`config.mk`:
```
export PLATFORM = sky130hd
export DESIGN_NAME = modular_exponentiation
export DESIGN_NICKNAME = d
export VERILOG_FILES = /design/src/hw/rtl/mexp_pkg.sv /design/src/hw/rtl/modular_exponentiation.sv /design/src/hw/rtl/mexp_mulmod.sv
export SDC_FILE = /design/constraint.sdc
export NUM_CORES = 2
export LEC_CHECK = 0
export BUFFER_PORTS_ARGS = -buffer_cell sky130_fd_sc_hd__buf_2
export CORE_ASPECT_RATIO = 0.75
export CORE_UTILIZATION = 40
export DETAILED_ROUTE_END_ITERATION = 10
export GPL_ROUTABILITY_DRIVEN = 0
export GPL_TIMING_DRIVEN = 0
export SETUP_SLACK_MARGIN = 0.2
export SLEW_MARGIN = 25
export SYNTH_ARGS = -nofsm -noshare
export SYNTH_HDL_FRONTEND = slang
export SYNTH_SLANG_ARGS = --single-unit
export TNS_END_PERCENT = 50
```
`constraint.sdc`:
```
create_clock -name clk_i -period 6 [get_ports clk_i]
set_clock_uncertainty 0.05 [all_clocks]
set_input_delay 1.2 -clock clk_i [delete_from_list [all_inputs] [get_ports clk_i]]
set_output_delay 1.2 -clock clk_i [all_outputs]
set_load 0.01 [all_outputs]
```
`src/hw/rtl/mexp_pkg.sv`:
```
// ----------------------------------------------------------------------------
// mexp_pkg
// Shared constants and types for the modular exponentiation block.
// ----------------------------------------------------------------------------
package mexp_pkg;

  // Arithmetic word width; the ports stay 64 bits and use the low bits only.
  localparam int unsigned WORD_BITS = 64;
  localparam int unsigned PORT_BITS = 64;
  localparam int unsigned CNT_W     = $clog2(WORD_BITS);
  // Working width of the modular step: holds 2r + a < 3m plus a sign bit.
  localparam int unsigned EXT_W     = WORD_BITS + 2;

  typedef logic [WORD_BITS-1:0] word_t;

  // Status of the shared modular multiplier seen by the sequencer.
  typedef struct packed {
    logic busy;
    logic done;
  } mm_status_t;

  typedef enum logic [4:0] {
    S_IDLE   = 5'b00001,
    S_REDUCE = 5'b00010,
    S_MUL    = 5'b00100,
    S_SQR    = 5'b01000,
    S_DONE   = 5'b10000
  } state_e;

endpackage

```
`src/hw/rtl/modular_exponentiation.sv`:
```
// ----------------------------------------------------------------------------
// modular_exponentiation
// power = base ^ exponent mod modulus, right-to-left square and multiply.
// ----------------------------------------------------------------------------
// Usage:
//   Input channel (in_valid_i/in_ready_o) carries base_i and exponent_i; the
//   output channel (out_valid_o/out_ready_i) returns power_o, one result per
//   transaction, in order. The modulus is to be written through cfg_we_i and
//   cfg_wdata_i only while the block is idle (not enforced); it resets to 1.
// Operation:
//   All arithmetic runs through one bit-serial modular multiplier. An item
//   costs one reduction of the base, one squaring per exponent bit below the
//   top set bit and one multiply per set bit; exponent 0 costs the reduction
//   only. A modulus of 0 or 1 returns 0 without a product, and in_ready_o
//   is high only while the sequencer is idle.
// Reset and stall:
//   Reset clears the sequencer and the output valid flag. A finished result
//   sits in the output register while the next transaction is accepted; a
//   further result waits in the sequencer until that register is taken.
// ----------------------------------------------------------------------------
module modular_exponentiation (
  input  logic                            clk_i,
  input  logic                            rst_ni,
  input  logic                            cfg_we_i,
  input  logic [mexp_pkg::PORT_BITS-1:0]  cfg_wdata_i,
  input  logic                            in_valid_i,
  output logic                            in_ready_o,
  input  logic [mexp_pkg::PORT_BITS-1:0]  base_i,
  input  logic [mexp_pkg::PORT_BITS-1:0]  exponent_i,
  output logic                            out_valid_o,
  input  logic                            out_ready_i,
  output logic [mexp_pkg::PORT_BITS-1:0]  power_o
);

  mexp_pkg::state_e state_q, state_d;
  mexp_pkg::word_t  modulus_q;
  mexp_pkg::word_t  e_q, e_d;
  mexp_pkg::word_t  b_q, b_d;
  mexp_pkg::word_t  acc_q, acc_d;
  mexp_pkg::word_t  power_q, power_d;
  logic             out_valid_q, out_valid_d;

  logic                 mm_start;
  mexp_pkg::word_t      mm_a, mm_b, mm_r;
  mexp_pkg::mm_status_t mm_status;

  mexp_pkg::word_t e_shift;
  logic            m_trivial;
  logic            out_free;

  assign m_trivial = (modulus_q[mexp_pkg::WORD_BITS-1:1] == '0);
  assign e_shift   = e_q >> 1;
  assign out_free  = !out_valid_q || out_ready_i;

  always_comb begin
    state_d     = state_q;
    e_d         = e_q;
    b_d         = b_q;
    acc_d       = acc_q;
    power_d     = power_q;
    out_valid_d = out_valid_q && !out_ready_i;
    mm_start    = 1'b0;
    mm_a        = b_q;
    mm_b        = b_q;

    unique case (state_q)
      mexp_pkg::S_IDLE: begin
        if (in_valid_i) begin
          e_d = exponent_i[mexp_pkg::WORD_BITS-1:0];
          if (m_trivial) begin
            acc_d   = '0;
            state_d = mexp_pkg::S_DONE;
          end else begin
            // base mod m computed as 1 * base mod m
            acc_d    = mexp_pkg::WORD_BITS'(1);
            mm_start = 1'b1;
            mm_a     = mexp_pkg::WORD_BITS'(1);
            mm_b     = base_i[mexp_pkg::WORD_BITS-1:0];
            state_d  = mexp_pkg::S_REDUCE;
          end
        end
      end
      mexp_pkg::S_REDUCE: begin
        if (mm_status.done) begin
          b_d = mm_r;
          if (e_q == '0) begin
            state_d = mexp_pkg::S_DONE;
          end else if (e_q[0]) begin
            mm_start = 1'b1;
            mm_a     = acc_q;
            mm_b     = mm_r;
            state_d  = mexp_pkg::S_MUL;
          end else begin
            mm_start = 1'b1;
            mm_a     = mm_r;
            mm_b     = mm_r;
            state_d  = mexp_pkg::S_SQR;
          end
        end
      end
      mexp_pkg::S_MUL: begin
        if (mm_status.done) begin
          acc_d = mm_r;
          // no higher exponent bits: the remaining squarings are unused
          if (e_shift == '0) begin
            state_d = mexp_pkg::S_DONE;
          end else begin
            mm_start = 1'b1;
            state_d  = mexp_pkg::S_SQR;
          end
        end
      end
      mexp_pkg::S_SQR: begin
        if (mm_status.done) begin
          b_d = mm_r;
          e_d = e_shift;
          if (e_shift == '0) begin
            state_d = mexp_pkg::S_DONE;
          end else if (e_shift[0]) begin
            mm_start = 1'b1;
            mm_a     = acc_q;
            mm_b     = mm_r;
            state_d  = mexp_pkg::S_MUL;
          end else begin
            mm_start = 1'b1;
            mm_a     = mm_r;
            mm_b     = mm_r;
            state_d  = mexp_pkg::S_SQR;
          end
        end
      end
      mexp_pkg::S_DONE: begin
        if (out_free) begin
          power_d     = acc_q;
          out_valid_d = 1'b1;
          state_d     = mexp_pkg::S_IDLE;
        end
      end
      default: begin
        state_d = mexp_pkg::S_IDLE;
      end
    endcase
  end

  mexp_mulmod u_mulmod (
    .clk_i    (clk_i),
    .rst_ni   (rst_ni),
    .start_i  (mm_start),
    .a_i      (mm_a),
    .b_i      (mm_b),
    .m_i      (modulus_q),
    .status_o (mm_status),
    .r_o      (mm_r)
  );

  always_ff @(posedge clk_i or negedge rst_ni) begin
    if (!rst_ni) begin
      state_q     <= mexp_pkg::S_IDLE;
      out_valid_q <= 1'b0;
      modulus_q   <= mexp_pkg::WORD_BITS'(1);
    end else begin
      state_q     <= state_d;
      out_valid_q <= out_valid_d;
      if (cfg_we_i) begin
        modulus_q <= cfg_wdata_i[mexp_pkg::WORD_BITS-1:0];
      end
    end
  end

  always_ff @(posedge clk_i) begin
    e_q     <= e_d;
    b_q     <= b_d;
    acc_q   <= acc_d;
    power_q <= power_d;
  end

  assign in_ready_o  = (state_q == mexp_pkg::S_IDLE);
  assign out_valid_o = out_valid_q;
  assign power_o     = mexp_pkg::PORT_BITS'(power_q);

  a_state_onehot : assert property (@(posedge clk_i) disable iff (!rst_ni)
    $onehot(state_q))
    else $error("mexp: state not one-hot");

  a_start_free : assert property (@(posedge clk_i) disable iff (!rst_ni)
    mm_start |-> (!mm_status.busy))
    else $error("mexp: multiplier started while busy");

  a_done_owner : assert property (@(posedge clk_i) disable iff (!rst_ni)
    mm_status.done |-> (state_q == mexp_pkg::S_REDUCE || state_q == mexp_pkg::S_MUL ||
                        state_q == mexp_pkg::S_SQR))
    else $error("mexp: multiplier done outside a product state");

  a_acc_reduced : assert property (@(posedge clk_i) disable iff (!rst_ni)
    (state_q == mexp_pkg::S_MUL || state_q == mexp_pkg::S_SQR) |-> (acc_q < modulus_q))
    else $error("mexp: accumulator not below modulus");

  a_busy_in_work : assert property (@(posedge clk_i) disable iff (!rst_ni)
    mm_status.busy |-> !in_ready_o)
    else $error("mexp: ready while multiplier busy");

endmodule

```
`src/hw/rtl/mexp_mulmod.sv`:
```
// ----------------------------------------------------------------------------
// mexp_mulmod
// Bit-serial modular multiplier: r = a * b mod m, one bit of b per cycle,
// MSB first, with a doubling, an add and a bounded reduction each step.
// ----------------------------------------------------------------------------
module mexp_mulmod (
  input  logic                  clk_i,
  input  logic                  rst_ni,
  input  logic                  start_i,
  input  mexp_pkg::word_t       a_i,
  input  mexp_pkg::word_t       b_i,
  input  mexp_pkg::word_t       m_i,
  output mexp_pkg::mm_status_t  status_o,
  output mexp_pkg::word_t       r_o
);

  mexp_pkg::word_t r_q, r_d;
  mexp_pkg::word_t a_q, a_d;
  mexp_pkg::word_t bits_q, bits_d;
  logic [mexp_pkg::CNT_W-1:0] cnt_q, cnt_d;
  logic busy_q, busy_d;
  logic done_q, done_d;

  logic [mexp_pkg::EXT_W-1:0] t_sum, t_m1, t_m2, m_ext;
  mexp_pkg::word_t step_r;

  // t = 2r + (bit ? a : 0) < 3m; subtract m or 2m, pick the one in [0, m)
  always_comb begin
    m_ext = mexp_pkg::EXT_W'(m_i);
    t_sum = {1'b0, r_q, 1'b0}
          + (bits_q[mexp_pkg::WORD_BITS-1] ? mexp_pkg::EXT_W'(a_q) : '0);
    t_m1  = t_sum - m_ext;
    t_m2  = t_sum - {m_ext[mexp_pkg::EXT_W-2:0], 1'b0};
    priority if (!t_m2[mexp_pkg::EXT_W-1]) begin
      step_r = t_m2[mexp_pkg::WORD_BITS-1:0];
    end else if (!t_m1[mexp_pkg::EXT_W-1]) begin
      step_r = t_m1[mexp_pkg::WORD_BITS-1:0];
    end else begin
      step_r = t_sum[mexp_pkg::WORD_BITS-1:0];
    end
  end

  always_comb begin
    r_d    = r_q;
    a_d    = a_q;
    bits_d = bits_q;
    cnt_d  = cnt_q;
    busy_d = busy_q;
    done_d = 1'b0;
    if (start_i) begin
      r_d    = '0;
      a_d    = a_i;
      bits_d = b_i;
      cnt_d  = mexp_pkg::CNT_W'(mexp_pkg::WORD_BITS - 1);
      busy_d = 1'b1;
    end else if (busy_q) begin
      r_d    = step_r;
      bits_d = bits_q << 1;
      cnt_d  = cnt_q - 1'b1;
      if (cnt_q == '0) begin
        busy_d = 1'b0;
        done_d = 1'b1;
      end
    end
  end

  always_ff @(posedge clk_i or negedge rst_ni) begin
    if (!rst_ni) begin
      busy_q <= 1'b0;
      done_q <= 1'b0;
      cnt_q  <= '0;
    end else begin
      busy_q <= busy_d;
      done_q <= done_d;
      cnt_q  <= cnt_d;
    end
  end

  always_ff @(posedge clk_i) begin
    r_q    <= r_d;
    a_q    <= a_d;
    bits_q <= bits_d;
  end

  assign status_o.busy = busy_q;
  assign status_o.done = done_q;
  assign r_o           = r_q;

  // Partial remainder stays reduced throughout the product.
  a_r_reduced : assert property (@(posedge clk_i) disable iff (!rst_ni)
    busy_q |-> (r_q < m_i))
    else $error("mulmod: partial remainder not below modulus");

  a_a_reduced : assert property (@(posedge clk_i) disable iff (!rst_ni)
    busy_q |-> (a_q < m_i))
    else $error("mulmod: multiplicand not below modulus");

  a_done_end : assert property (@(posedge clk_i) disable iff (!rst_ni)
    (busy_q && !start_i && cnt_q == '0) |=> (done_q && !busy_q))
    else $error("mulmod: missing done after last bit");

endmodule

```
==> results.md <==
* Yosys cell types at 93
* Fraction of layout cells with a size suffix above 1 at 19.35%
* Total CTS buffers at 55
* Clk slew on worst S/H paths at around 70 ps
* Router iterations before antenna repair at 6
* Via density at 5.973
* Final Setup Violations at 64
* Worst EP required at 6480 ps
* Compound-Gate Fraction of Synth Area at 23.38%
* CP startpoint kind: flop
* Hold bufs inserted after CTS at 0
* Design area at 0.04518 sq mm
* Die area at 0.09311 sq mm
* Number of global-route vias before repair at 31300
* CTS tree: done
* Synth area leaders: edfxtp_1 31%, ha_1 6.6%, nand2_1 5.7%
* Setup CP Type: flop to flop
* Reg2reg setup slack at -650 ps
* Remaining antenna violation count after routing at 0
* Syn Inst Count at 4176
* Placed cell areas at about 0.040 sq mm
* Syn Std Cell Area at 0.03675 sq mm
* Drc violations at 0
* Max-slew violation count at 0
* Synth Area per Inst at 8.801 sq um
* EDFF count, synth at 384
* Std-Cell Rows at 95
* Grt ovf at 0
* Final hold slack at ~350 ps
* Root cell of the clock tree: clkbuf_16
* HP Class: input pin to asynchronous set/reset pin
* Leading area contributor after synthesis: edfxtp_1
* Post-synthesis simple-gate area fraction at 18.25%
* Syn. warnings at 0
* Share of the synthesized area in the top cell type at 31.38%
* Tot GR Track Use at 27.85%
* Slew of the pin with the lowest slew margin at 1043 ps
* Post-detailed-route wirelength per cell at 23.03 um
* Core area at 0.09034 sq mm
* Failing checks: setup timing
* H-tree levels at 2
* Status: complete, but fails checks
* Area share of fa/ha/maj cells after synthesis at between 6 and 7%
* First-pass GRT wire length at about 200000 um
* Async SR Flop Fraction at 14.83%
* RR Startpoint: u_mulmod.bits_q[63]
* Number of synthesized register bits at 526
* Main combinational cell family by area after synthesis: compound AO/OA/AOI/OAI gates
* Final min period at about 6700 ps
* DRT iter0 DRCs at around 4500
* CP max FO at 7
* PortBufs at around 260
* Initial core utilization at approximately 41%
* Max cap viols at 0
* Reg2reg end: u_mulmod.r_o[11]
* DRT Wirelength at 135500 um
* Register area share after synthesis at about two fifths
* Via Count at ~35000
* Ys flop type: edfxtp_1
* Layout Nets at 5019
* Post-synthesis mux area share at 3.003%
* Die W at approximately 350 um
* Worst-Skew Late Latency at approximately 700 ps
* Synth-to-Final Area Change at 22.95%
* Worst R2R Path Depth at 27
* Endpoint type of the worst setup path: flop
* Initial antenna violation count at 1
* Worst setup margin at -651.3 ps
* Die Y at 264.5 um
* Syn Nets at 4569
* HPWL after DPL at 103500 um
* Pre-CTS setup slack at -2199 ps
* Critical Path AT at about 7100 ps
* Pin count of the biggest net entering global routing at 52
* Max-slew headroom at 30.48%
* XOR/XNOR Fraction of Synth Area at 4.245%
* FILL cells at 8531
* Unrepaired setup endpoints after global routing: yes
* Peak Freq at around 150 MHz
* Clock buffer depth at 3
* Sink Count at between 500 and 600
* # IOs at 263
* Final-report hold violation count at 0
* Fin crit share at 110.9%
[timing repair]
item | CTS | global route
pin swaps | 78 | 77
setup buffers | 78 | 27
gates resized for setup | 402 | 116
setup endpoints to repair | 115 | 128
gates cloned | 10 | 3
[cell families (layout without fill, tap and decap cells)]
family | count (synthesis) | in the layout
simple gates | 1482 | 1482
other cells | 0 | 1
compound gates | 1296 | 1296
buf+inv | 391 | 887
mux | 109 | 109
fa+ha+maj | 196 | 196
flops | 526 | 526
xor+xnor | 176 | 176
[stage by stage]
stage                     setup TNS (ps)  utilization [%]  instances
after floorplan                   -343.6                -       4176
after global placement           -519590            43.81       5649
after detailed placement         -123730            44.20       5664
after CTS                         -19510            49.18       5854
after global routing              -45740            50.02       5885
final                             -35750            50.02       5885
[area by class of cell]
type | count | area [sq um] | share of cell area, %
clock buffer | 63 | 1434 | 3.173
inverter | 122 | 460.4 | 1.019
tap | 1212 | 1516 | 3.356
sequential | 526 | 14770 | 32.68
buffer | 268 | 1446 | 3.201
timing repair buffer | 394 | 2796 | 6.189
clock inverter | 40 | 465.4 | 1.030
multi-input combinational | 3259 | 22300 | 49.35
antenna | 1 | 2.502 | 0.005538
[registers in the layout (all words and copies together) (netlist names)]
signal           cells
u_mulmod.cnt_q       6
modulus_q           64
out_valid_o          1
b_q                 64
u_mulmod.bits_q     64
e_q                 64
u_mulmod.done_q      1
u_mulmod.r_o        64
state_q              5
u_mulmod.a_q        64
u_mulmod.busy_q      1
acc_q               64
power_o             64
[critical path, stage by stage, from the launching register on]
cell and delay, ps:
edfxtp_1 410, buf_8 160, clkbuf_16 160, and2_4 140
ha_4 250, buf_6 100, nand4_1 120, or4_4 560
a2bb2oi_4 210, a2111oi_4 460, buf_4 180, nor3_2 50
o21a_2 260, xnor2_4 370, ha_4 290, a21oi_2 210
o21ai_0 160, a221oi_2 340, a211oi_1 180, o21ai_2 210
o21ai_4 110, a31oi_4 280, a211o_1 220, and3_4 280
buf_12 190, buf_12 160, mux2i_4 270, o21ai_1 90
[how the worst max path moves through the flow]
stage,from,endpoint,slack [ps],cells after the start
6_report,u_mulmod.bits_q[63],u_mulmod.r_o[11],-650,27
4_1_cts,u_mulmod.bits_q[63],u_mulmod.r_o[11],-380,29
3_3_place_gp,state_q[1],u_mulmod.bits_q[57],-2510,10
5_1_grt,u_mulmod.bits_q[63],u_mulmod.r_o[11],-790,31
3_5_place_dp,u_mulmod.bits_q[63],u_mulmod.r_o[63],-2200,27
2_1_floorplan,u_mulmod.bits_q[63],u_mulmod.r_o[21],-80,28
[synthesized netlist by cell type (all sizes together), types with 45 or more instances]
cell type    n
nand3       52
ha         193
dfxtp       64
a21oi      350
dfrtp       76
inv        122
a21o        86
nor4        47
o221ai      64
nand4       55
mux2i       99
a31oi      104
and2       144
o21ai      260
buf         45
nor2       447
a22oi       87
xor2        67
clkbuf     224
nor3        49
xnor2      109
edfxtp     384
o221a       58
nand2      560
[metal layers]
layer	track usage, %	share of wire, %
met1	45.09	48
met2	36.38	38
met3	6.320	12
met4	5.960	2.1
met5	0	0
[layout by cell type (no fill, tap or decap), types with 49 or more instances in the layout]
| cell type | n |
|---|---|
| a22oi_1 | 85 |
| o221a_2 | 58 |
| clkbuf_16 | 58 |
| nand3_1 | 50 |
| mux2i_1 | 80 |
| o21ai_0 | 205 |
| ha_1 | 166 |
| a21o_1 | 86 |
| clkbuf_1 | 192 |
| xor2_1 | 49 |
| nor2_1 | 435 |
| a31oi_1 | 97 |
| a21oi_1 | 329 |
| inv_1 | 121 |
| nand2_1 | 552 |
| buf_4 | 86 |
| xnor2_1 | 82 |
| o221ai_1 | 64 |
| buf_2 | 265 |
| nand4_1 | 55 |
| dfrtp_1 | 76 |
| and2_1 | 136 |
| dfxtp_1 | 64 |
| edfxtp_1 | 384 |
Power is left out: the tool's default activity adds up to more than one toggle a clock period on the data nets, which glitch-free logic cannot reach.
